`src/hdl/differential_drive_odometry_defines.svh`:
```
// Assertion macros shared by the odometry RTL.
// Included by the files that carry concurrent checks; no other dependencies.
`ifndef DIFFERENTIAL_DRIVE_ODOMETRY_DEFINES_SVH
`define DIFFERENTIAL_DRIVE_ODOMETRY_DEFINES_SVH

`ifndef SYNTHESIS
// Property must hold at every clock edge outside reset.
`define DDO_ASSERT(lbl, clk, rstn, prop) \
  lbl: assert property (@(posedge clk) disable iff (!rstn) prop) \
    else $error("odometry check failed");
// Condition must never be seen outside reset.
`define DDO_ASSERT_NEVER(lbl, clk, rstn, cond) \
  lbl: assert property (@(posedge clk) disable iff (!rstn) !(cond)) \
    else $error("odometry forbidden condition seen");
`else
`define DDO_ASSERT(lbl, clk, rstn, prop)
`define DDO_ASSERT_NEVER(lbl, clk, rstn, cond)
`endif

`endif

```
`src/hdl/ddo_pkg.sv`:
```
`timescale 1ns / 1ps
// Shared constants, opcodes and the CORDIC arctangent table for the odometry block.
// No dependencies; imported by ddo_cordic and differential_drive_odometry.
package ddo_pkg;

  localparam int FracBitsDef    = 16;
  localparam int CordicItersDef = 18;
  localparam int AtanEntries    = 24;

  localparam int OpW    = 3;
  localparam int CountW = 16;
  localparam int PosW   = 48;
  localparam int HeadW  = 13;
  localparam int AngW   = 33;   // Q2.30 sine/cosine and binary angle, signed
  localparam int IterW  = 5;
  localparam int ProdW  = CountW + AngW;
  localparam int HsumW  = 18;
  localparam int RemW   = 11;   // remainder within a quarter turn, 0..1249

  localparam logic [OpW-1:0] OpForward  = 3'd0;
  localparam logic [OpW-1:0] OpBackward = 3'd1;
  localparam logic [OpW-1:0] OpRotLeft  = 3'd2;
  localparam logic [OpW-1:0] OpRotRight = 3'd3;
  localparam logic [OpW-1:0] OpReset    = 3'd4;

  localparam logic [HeadW-1:0] HeadMod  = 13'd5000;
  localparam logic [HeadW-1:0] Quarter  = 13'd1250;
  localparam logic [HsumW-1:0] HeadBias = 18'd70000;   // 14 full turns

  localparam logic [14:0] DistMax = 15'd32767;

  localparam logic signed [AngW-1:0] GainQ30 = 33'sd652032874;

  // theta = r * floor(2^30/1250) + floor(r * (2^30 mod 1250) / 1250)
  localparam logic [19:0] QuarterStep  = 20'd858993;
  localparam logic [9:0]  QuarterRem   = 10'd574;
  localparam logic [19:0] QuarterInvQ30 = 20'd858994;  // ceil(2^30/1250)

  // arctan(2^-i), full turn = 2^32
  function automatic logic [29:0] atan_lut(input logic [IterW-1:0] idx);
    logic [29:0] v;
    case (idx)
      5'd0:    v = 30'h20000000;
      5'd1:    v = 30'h12E4051E;
      5'd2:    v = 30'h09FB385B;
      5'd3:    v = 30'h051111D4;
      5'd4:    v = 30'h028B0D43;
      5'd5:    v = 30'h0145D7E1;
      5'd6:    v = 30'h00A2F61E;
      5'd7:    v = 30'h00517C55;
      5'd8:    v = 30'h0028BE53;
      5'd9:    v = 30'h00145F2F;
      5'd10:   v = 30'h000A2F98;
      5'd11:   v = 30'h000517CC;
      5'd12:   v = 30'h00028BE6;
      5'd13:   v = 30'h000145F3;
      5'd14:   v = 30'h0000A2FA;
      5'd15:   v = 30'h0000517D;
      5'd16:   v = 30'h000028BE;
      5'd17:   v = 30'h0000145F;
      5'd18:   v = 30'h00000A30;
      5'd19:   v = 30'h00000518;
      5'd20:   v = 30'h0000028C;
      5'd21:   v = 30'h00000146;
      5'd22:   v = 30'h000000A3;
      5'd23:   v = 30'h00000051;
      default: v = 30'h0;
    endcase
    return v;
  endfunction

endpackage

```
`src/hdl/differential_drive_odometry.sv`:
```
`timescale 1ns / 1ps
// Forward/backward moves step through angle split, reciprocal, theta, the
// iterative CORDIC and the X and Y multiply-accumulate; rotations run five
// conditional subtracts for the modulo; reset pose and unused opcodes go straight to output.
// One word at a time: the next word is taken once the result is registered, and
// the result waits in S_DONE while the output register is still full.
// Reset: asynchronous, active low; pose, heading and output valid clear to zero.
`include "differential_drive_odometry_defines.svh"

module differential_drive_odometry #(
  parameter int FRAC_BITS    = ddo_pkg::FracBitsDef,
  parameter int CORDIC_ITERS = ddo_pkg::CordicItersDef
) (
  input  logic                               clk_i,
  input  logic                               rst_ni,
  input  logic                               in_valid_i,
  output logic                               in_ready_o,
  input  logic [ddo_pkg::OpW-1:0]            opcode_i,
  input  logic signed [ddo_pkg::CountW-1:0]  left_count_i,
  input  logic signed [ddo_pkg::CountW-1:0]  right_count_i,
  output logic                               out_valid_o,
  input  logic                               out_ready_i,
  output logic signed [ddo_pkg::PosW-1:0]    pos_x_o,
  output logic signed [ddo_pkg::PosW-1:0]    pos_y_o,
  output logic [ddo_pkg::HeadW-1:0]          heading_units_o
);
  import ddo_pkg::*;

  localparam int Iters    = (CORDIC_ITERS < AtanEntries) ? CORDIC_ITERS : AtanEntries;
  localparam int ShiftAmt = 30 - FRAC_BITS;
  localparam logic signed [ProdW-1:0] RndHalf = ProdW'(1) <<< (ShiftAmt - 1);

  typedef enum logic [3:0] {
    S_IDLE, S_MOD, S_ANGLE, S_RECIP, S_THETA, S_CORDIC, S_MULX, S_ADDX, S_ADDY, S_DONE
  } state_e;

  state_e                  state_q;
  logic                    out_valid_q;
  logic [PosW-1:0]         x_acc_q, y_acc_q;
  logic [HeadW-1:0]        heading_q;
  logic [PosW-1:0]         pos_x_q, pos_y_q;
  logic [HeadW-1:0]        heading_out_q;
  logic signed [CountW-1:0] dist_q;
  logic [HsumW-1:0]        hsum_q;
  logic [2:0]              step_q;
  logic [1:0]              quad_q;
  logic [RemW-1:0]         rem_q;
  logic [19:0]             t_q;
  logic [9:0]              lo_q;
  logic signed [AngW-1:0]  sn_q, cs_q;
  logic signed [ProdW-1:0] prod_q;

  logic                    in_acc;
  logic signed [CountW:0]  l_ext, r_ext;
  logic [CountW:0]         l_mag, r_mag;
  logic [CountW+1:0]       mag_sum;
  logic [14:0]             avg_sat;
  logic signed [CountW-1:0] dist_d;
  logic [HsumW-1:0]        hsum_in, mod_sub, hsum_nxt;
  logic [1:0]              quad_d;
  logic [HeadW-1:0]        rem_full;
  logic [39:0]             lo_full;
  logic [30:0]             hi_d;
  logic signed [AngW-1:0]  theta_d;
  logic                    cordic_start, cordic_done;
  logic signed [AngW-1:0]  cordic_cos, cordic_sin;
  logic signed [AngW-1:0]  mul_src;
  logic signed [ProdW-1:0] prod_d;

  function automatic logic [PosW-1:0] round_scale(input logic signed [ProdW-1:0] p);
    logic signed [ProdW-1:0] s;
    s = (p + RndHalf) >>> ShiftAmt;
    return s[PosW-1:0];
  endfunction

  assign in_ready_o = (state_q == S_IDLE);
  assign in_acc     = in_valid_i && in_ready_o;

  // distance: truncated mean of step magnitudes, saturated
  assign l_ext   = (CountW+1)'(left_count_i);
  assign r_ext   = (CountW+1)'(right_count_i);
  assign l_mag   = l_ext[CountW] ? (CountW+1)'(-l_ext) : (CountW+1)'(l_ext);
  assign r_mag   = r_ext[CountW] ? (CountW+1)'(-r_ext) : (CountW+1)'(r_ext);
  assign mag_sum = (CountW+2)'(l_mag) + (CountW+2)'(r_mag);
  assign avg_sat = (mag_sum[CountW+1:1] > (CountW+1)'(DistMax)) ? DistMax
                                                                 : mag_sum[15:1];
  assign dist_d  = (opcode_i == OpBackward) ? -$signed({1'b0, avg_sat})
                                            : $signed({1'b0, avg_sat});

  // heading plus bias stays positive, then reduce by 5000 * 2^k, k = 4..0
  assign hsum_in  = HsumW'(heading_q) + HeadBias + HsumW'(r_ext) - HsumW'(l_ext);
  assign mod_sub  = HsumW'(HeadMod) << step_q;
  assign hsum_nxt = (hsum_q >= mod_sub) ? (hsum_q - mod_sub) : hsum_q;

  // split heading into quadrant and remainder
  always_comb begin
    if (heading_q >= 3 * Quarter) begin
      quad_d   = 2'd3;
      rem_full = heading_q - HeadW'(3 * Quarter);
    end else if (heading_q >= 2 * Quarter) begin
      quad_d   = 2'd2;
      rem_full = heading_q - HeadW'(2 * Quarter);
    end else if (heading_q >= Quarter) begin
      quad_d   = 2'd1;
      rem_full = heading_q - Quarter;
    end else begin
      quad_d   = 2'd0;
      rem_full = heading_q;
    end
  end

  assign lo_full = 40'(t_q) * 40'(QuarterInvQ30);
  assign hi_d    = 31'(rem_q) * 31'(QuarterStep);
  assign theta_d = $signed(AngW'(hi_d) + AngW'(lo_q));

  assign cordic_start = (state_q == S_THETA);

  ddo_cordic #(
    .ITERS (Iters)
  ) u_cordic (
    .clk_i   (clk_i),
    .rst_ni  (rst_ni),
    .start_i (cordic_start),
    .theta_i (theta_d),
    .done_o  (cordic_done),
    .cos_o   (cordic_cos),
    .sin_o   (cordic_sin)
  );

  assign mul_src = (state_q == S_MULX) ? sn_q : cs_q;
  assign prod_d  = ProdW'(dist_q) * ProdW'(mul_src);

  always_ff @(posedge clk_i or negedge rst_ni) begin
    if (!rst_ni) begin
      state_q       <= S_IDLE;
      out_valid_q   <= 1'b0;
      x_acc_q       <= '0;
      y_acc_q       <= '0;
      heading_q     <= '0;
      pos_x_q       <= '0;
      pos_y_q       <= '0;
      heading_out_q <= '0;
      dist_q        <= '0;
      hsum_q        <= '0;
      step_q        <= '0;
      quad_q        <= '0;
      rem_q         <= '0;
      t_q           <= '0;
      lo_q          <= '0;
      sn_q          <= '0;
      cs_q          <= '0;
      prod_q        <= '0;
    end else begin
      if (out_ready_i && state_q != S_DONE) begin
        out_valid_q <= 1'b0;
      end
      case (state_q)
        S_IDLE: begin
          if (in_acc) begin
            dist_q <= dist_d;
            hsum_q <= hsum_in;
            step_q <= 3'd4;
            if (opcode_i == OpForward || opcode_i == OpBackward) begin
              state_q <= S_ANGLE;
            end else if (opcode_i == OpRotLeft || opcode_i == OpRotRight) begin
              state_q <= S_MOD;
            end else if (opcode_i == OpReset) begin
              x_acc_q   <= '0;
              y_acc_q   <= '0;
              heading_q <= '0;
              state_q   <= S_DONE;
            end else begin
              state_q <= S_DONE;
            end
          end
        end
        S_MOD: begin
          hsum_q <= hsum_nxt;
          if (step_q == 3'd0) begin
            heading_q <= hsum_nxt[HeadW-1:0];
            state_q   <= S_DONE;
          end else begin
            step_q <= step_q - 1'b1;
          end
        end
        S_ANGLE: begin
          quad_q  <= quad_d;
          rem_q   <= rem_full[RemW-1:0];
          t_q     <= 20'(rem_full[RemW-1:0]) * 20'(QuarterRem);
          state_q <= S_RECIP;
        end
        S_RECIP: begin
          lo_q    <= lo_full[39:30];
          state_q <= S_THETA;
        end
        S_THETA: begin
          state_q <= S_CORDIC;
        end
        S_CORDIC: begin
          if (cordic_done) begin
            case (quad_q)
              2'd0: begin
                sn_q <= cordic_sin;
                cs_q <= cordic_cos;
              end
              2'd1: begin
                sn_q <= cordic_cos;
                cs_q <= -cordic_sin;
              end
              2'd2: begin
                sn_q <= -cordic_sin;
                cs_q <= -cordic_cos;
              end
              default: begin
                sn_q <= -cordic_cos;
                cs_q <= cordic_sin;
              end
            endcase
            state_q <= S_MULX;
          end
        end
        S_MULX: begin
          prod_q  <= prod_d;
          state_q <= S_ADDX;
        end
        S_ADDX: begin
          x_acc_q <= x_acc_q + round_scale(prod_q);
          prod_q  <= prod_d;
          state_q <= S_ADDY;
        end
        S_ADDY: begin
          y_acc_q <= y_acc_q + round_scale(prod_q);
          state_q <= S_DONE;
        end
        S_DONE: begin
          // hold until the output register is free
          if (!out_valid_q || out_ready_i) begin
            pos_x_q       <= x_acc_q;
            pos_y_q       <= y_acc_q;
            heading_out_q <= heading_q;
            out_valid_q   <= 1'b1;
            state_q       <= S_IDLE;
          end
        end
        default: begin
          state_q <= S_IDLE;
        end
      endcase
    end
  end

  assign out_valid_o     = out_valid_q;
  assign pos_x_o         = $signed(pos_x_q);
  assign pos_y_o         = $signed(pos_y_q);
  assign heading_units_o = heading_out_q;

  `DDO_ASSERT_NEVER(a_heading_range, clk_i, rst_ni, heading_q >= HeadMod)
  `DDO_ASSERT(a_accept_busy, clk_i, rst_ni, in_acc |=> (state_q != S_IDLE))
  `DDO_ASSERT(a_cordic_owner, clk_i, rst_ni, cordic_done |-> (state_q == S_CORDIC))
  `DDO_ASSERT(a_mod_bound, clk_i, rst_ni, (state_q == S_MOD) |-> (hsum_q < (mod_sub << 1)))

endmodule

```
`src/hdl/ddo_cordic.sv`:
```
`timescale 1ns / 1ps
// Iterative rotation-mode CORDIC: one micro-rotation per cycle, Q2.30 output.
// Depends on ddo_pkg and differential_drive_odometry_defines.svh.
`include "differential_drive_odometry_defines.svh"

module ddo_cordic #(
  parameter int ITERS = ddo_pkg::CordicItersDef
) (
  input  logic                             clk_i,
  input  logic                             rst_ni,
  input  logic                             start_i,
  input  logic signed [ddo_pkg::AngW-1:0]  theta_i,
  output logic                             done_o,
  output logic signed [ddo_pkg::AngW-1:0]  cos_o,
  output logic signed [ddo_pkg::AngW-1:0]  sin_o
);
  import ddo_pkg::*;

  localparam logic [IterW-1:0] LastIter = IterW'(ITERS - 1);

  logic                   busy_q;
  logic                   done_q;
  logic [IterW-1:0]       iter_q;
  logic signed [AngW-1:0] x_q, y_q, z_q;
  logic signed [AngW-1:0] x_sh, y_sh, atan_v;

  assign x_sh   = x_q >>> iter_q;
  assign y_sh   = y_q >>> iter_q;
  assign atan_v = $signed(AngW'(atan_lut(iter_q)));

  always_ff @(posedge clk_i or negedge rst_ni) begin
    if (!rst_ni) begin
      busy_q <= 1'b0;
      done_q <= 1'b0;
      iter_q <= '0;
      x_q    <= '0;
      y_q    <= '0;
      z_q    <= '0;
    end else begin
      done_q <= 1'b0;
      if (start_i) begin
        busy_q <= 1'b1;
        iter_q <= '0;
        x_q    <= GainQ30;
        y_q    <= '0;
        z_q    <= theta_i;
      end else if (busy_q) begin
        // rotate towards zero residual angle
        if (!z_q[AngW-1]) begin
          x_q <= x_q - y_sh;
          y_q <= y_q + x_sh;
          z_q <= z_q - atan_v;
        end else begin
          x_q <= x_q + y_sh;
          y_q <= y_q - x_sh;
          z_q <= z_q + atan_v;
        end
        if (iter_q == LastIter) begin
          busy_q <= 1'b0;
          done_q <= 1'b1;
        end else begin
          iter_q <= iter_q + 1'b1;
        end
      end
    end
  end

  assign done_o = done_q;
  assign cos_o  = x_q;
  assign sin_o  = y_q;

  `DDO_ASSERT(a_no_restart, clk_i, rst_ni, start_i |-> !busy_q)
  `DDO_ASSERT(a_done_from_busy, clk_i, rst_ni, done_q |-> $past(busy_q))
  `DDO_ASSERT_NEVER(a_iter_range, clk_i, rst_ni, iter_q > LastIter)

endmodule
```
`config.mk`:
```
export PLATFORM = sky130hd
export DESIGN_NAME = differential_drive_odometry
export DESIGN_NICKNAME = d
export VERILOG_FILES = /design/src/hdl/ddo_pkg.sv /design/src/hdl/differential_drive_odometry.sv /design/src/hdl/ddo_cordic.sv
export VERILOG_INCLUDE_DIRS = /design/src /design/src/hdl
export SDC_FILE = /design/constraint.sdc
export NUM_CORES = 2
export LEC_CHECK = 0
export ABC_AREA = 1
export BUFFER_PORTS_ARGS = -buffer_cell sky130_fd_sc_hd__buf_2
export CAP_MARGIN = 20
export CORE_AREA = 2 2 438 440
export CTS_CLUSTER_SIZE = 25
export DETAILED_ROUTE_END_ITERATION = 10
export DIE_AREA = 0 0 440 442
export GPL_ROUTABILITY_DRIVEN = 1
export GPL_TIMING_DRIVEN = 0
export PLACE_DENSITY = 0.56
export SLEW_MARGIN = 20
export SYNTH_ARGS = -nofsm -noshare
export SYNTH_HDL_FRONTEND = slang
export SYNTH_SLANG_ARGS = --single-unit
```
`constraint.sdc`:
```
create_clock -name clk_i -period 13.6 [get_ports clk_i]
set_input_delay 2.72 -clock clk_i [delete_from_list [all_inputs] [get_ports clk_i]]
set_output_delay 2.72 -clock clk_i [all_outputs]
set_load 0.005 [all_outputs]
```
==> metrics.md <==
| Metric | Value |
|---|---|
| Post-DP HPWL | 255000 µm |
| Share of cells above drive strength 1 | 5.25% |
| Final setup violation count | 0 |
| Critical path class | reg2reg |
| PortBufs | 149 |
| Ys async rst share | 100% |
| Total Nets Final | 12200 |
| Largest net degree at the start of global routing | 90 |
| Die ar. | 194000 µm² |
| CTS buffer count | 67 |
| Path type of the worst min-delay path | reg2reg |
| Clk buf depth | 3 |
| Overflow after GRT | 0 |
| Slowest-stage cell, CP | clkinv_1 |
| Slew HR | 17.2% |
| Critical Path RT | 14.25 ns |
| Critical path launch point type | register |
| Area Overhead vs Synth | 8.92% |
| CTS Hold Bufs | 0 |
| CTS sink cnt | 509 |
| Adder-cell area share of the yosys netlist | 31.7% |
| Root Buffer | clkbuf_16 |
| Fmax | 110 MHz |
| H-tree Lvls | 3 |
| Yosys warns | 0 |
| Gpl congestion | 1.00 |
| Syn Std Cell Area | 75700 µm² |
| WL final | 304000 µm |
| Die Y | 442 µm |
| Worst Skew | 0.0454 ns |
| Post-synthesis mux area share | 0.283% |
| Run status | finished, final reports clean |
| Vias in the first global route | 72700 |
| Buffer count from post-CTS setup fixing | 0 |
| DIE WIDTH | 440 µm |
| Iter 0 DRT Violations | 6148 |
| Max-cap viol count | 0 |
| Seq/Total Area, Yosys | 16.8% |
| Initial antenna violation count | 15 |
| Fin Setup TNS | 0 ns |
| CTS tree | yes |
| DRC | 0 |
| Largest family of logic cells by synthesized area | adder cells |
| Post-synth EDFFs | 0 |
| Post-synthesis xor/xnor area fraction | 3.66% |
| Skew-Pair Late Insertion Delay | 0.73 ns |
| Vias per std cell | 5.46 |
| Core area | 190000 µm² |
| Mapped Cells | 10400 |
| First-pass GRT wire length | 457000 µm |
| Dominant synthesized flop cell | dfrtp_1 |
| Complex-gate fraction of the synthesized area | 14.2% |
| CP peak stage delay | 0.82 ns |
| Final min period | 9.05 ns |
| Unrepaired setup endpoints after global routing | no |
| Clk slew on worst S/H paths | 0.06 ns |
| Via Count | 72400 |
| Final period util | 66.6% |
| Wirelength per Cell | 22.9 µm |
| Final design utilization | 43.5% |
| Row cnt | 160 |
| CP max FO | 10 |
| I/O pins | 150 |
| Actual slew at the worst max-slew pin | 1.24 ns |
| Antenna Violating Nets Remaining | 0 |
| GRT Overall Usage | 31.1% |
| Seq cells post-synth | 509 |
| Final hold vios | 0 |
| Syn_area_per_cell | 7.25 µm² |
| Worst Setup End Kind | register |
| Number of library cell types mapped by synthesis | 70 |
| Max Slew Vio Count | 0 |
| Post-Synth Simple-Gate Area | 22.1% |
| CTS resizes | 0 |
| Initial Util | 39.9% |
| Pre-Repair DR Iteration Count | 6 |
| R2R setup slack | 4.55 ns |
| CP arrival | 9.70 ns |
## area by class of cell
cell class | instances | area, µm²
clock inverters | 27 | 398
fillers | 19800 | 107000
multi-input cells | 7702 | 54500
flip-flops and latches | 509 | 12700
well taps | 2511 | 3140
diodes | 24 | 60.1
inverters | 1925 | 7230
repair buffers | 171 | 1120
clock buffers | 94 | 1940
plain buffers | 297 | 1260
## cell usage in the layout, fill, tap and decap left out, types with 44 or more instances in the layout
| cell | instances |
|---|---|
| o21ai_1 | 44 |
| nor3_1 | 70 |
| buf_2 | 187 |
| fa_1 | 759 |
| a21oi_1 | 604 |
| ha_1 | 705 |
| nand3_1 | 561 |
| inv_1 | 1869 |
| o22ai_1 | 111 |
| nand4_1 | 76 |
| a31oi_1 | 122 |
| xnor2_1 | 114 |
| clkbuf_1 | 233 |
| nand2_1 | 2130 |
| o21ai_0 | 731 |
| xor2_1 | 202 |
| clkbuf_16 | 67 |
| or2_2 | 50 |
| nor2_1 | 928 |
| nor4_1 | 48 |
| dfrtp_1 | 509 |
## cells in the mapped netlist (5+ instances only)
cell / instances / area share [%]
nand2_1: 2130 / 11
xor2_1: 202 / 2.3
a221oi_1: 25 / 0.29
o21a_1: 37 / 0.37
a21o_1: 38 / 0.38
xnor2_1: 114 / 1.3
o22ai_1: 111 / 0.92
buf_1: 16 / 0.079
nand3_2: 25 / 0.33
o21ai_2: 7 / 0.081
nand3b_1: 18 / 0.18
fa_1: 759 / 20
ha_1: 705 / 12
nor2_4: 6 / 0.089
or2_2: 50 / 0.41
buf_6: 7 / 0.10
a21boi_0: 13 / 0.13
clkbuf_1: 226 / 1.1
nand2_2: 34 / 0.28
o221ai_1: 30 / 0.35
dfrtp_1: 509 / 17
nor2_2: 10 / 0.083
clkinv_1: 28 / 0.14
o31ai_1: 15 / 0.15
a211oi_1: 23 / 0.23
nand4_1: 76 / 0.63
inv_1: 1869 / 9.3
buf_4: 9 / 0.089
o21ai_0: 739 / 4.9
o2111ai_1: 8 / 0.093
a21oi_1: 604 / 4.0
o21bai_1: 24 / 0.24
inv_2: 28 / 0.14
o211ai_1: 29 / 0.29
nor2_1: 931 / 4.6
a31oi_1: 122 / 1.0
o21ai_1: 56 / 0.37
buf_2: 38 / 0.25
o32ai_1: 7 / 0.081
nor3_1: 70 / 0.46
o311ai_0: 5 / 0.058
nand3_1: 561 / 3.7
nor4_1: 48 / 0.40
mux2_2: 19 / 0.28
and2_1: 7 / 0.058
## flip-flops by register name, summed over array words and instances (netlist names), 10 cells and up
signal and cells:
heading_units_o 13, x_acc_q 48, cs_q 33, u_cordic.z_q 33
pos_x_o 48, u_cordic.cos_o 33, prod_q 36, heading_q 13
pos_y_o 48, t_q 18, u_cordic.sin_o 33, sn_q 33
hsum_q 18, lo_q 10, rem_q 11, dist_q 16
y_acc_q 48
## routing by layer
layer	global-route usage [%]	up-vias	part of all wire [%]
met3	3.99	548	6.1
met4	17.0	4	6.6
met1	39.8	35400	41
met5	0	-	0.0079
li1	-	34000	-
met2	50.7	2508	46
## worst max-delay path: cells and delay by family (launching register included)
kind / cells / cell delay, ns
adders and majority gates: 7 / 3.52
buffers and inverters: 10 / 2.04
and+or+nand+nor: 10 / 1.63
AOI/OAI and AO/OA: 2 / 1.33
DFF: 1 / 0.42
## kinds of logic (layout without fill, tap and decap cells)
kind of cell    count (synthesis)  in the layout
compound gates               1917           1917
xor+xnor                      316            316
fa+ha+maj                    1464           1464
buf+inv                      2222           2514
flops                         509            509
mux                            19             19
other cells                     1             26
simple gates                 3984           3984
## metrics by stage
stage | instances | cell area (µm²) | worst slack, ns | hold slack (ns)
final | 13300 | 82400 | 4.55 | 0.476
after global routing | 13300 | 82400 | 4.10 | 0.488
after CTS | 13200 | 82300 | 4.73 | 0.479
after detailed placement | 13100 | 80000 | 4.79 | 0.465
after global placement | 13100 | 79600 | -1.86 | 0.459
after floorplan | 10400 | 75700 | 6.82 | 0.441
## path summary, 6_finish.rpt
kind,start,endpoint,cells after the start
min in group asynchronous,rst_ni,heading_units_o[11],1
worst min-delay path,pos_x_o[41],pos_x_o[41],2
worst min register to register,pos_x_o[41],pos_x_o[41],2
worst max-delay path,state_q[1],prod_q[38],29
max in group asynchronous,rst_ni,x_acc_q[44],5
worst max register to register,state_q[1],prod_q[38],29
Power is not shown: default switching activity piles up to over one toggle a cycle in this logic, so the estimate is an artifact.
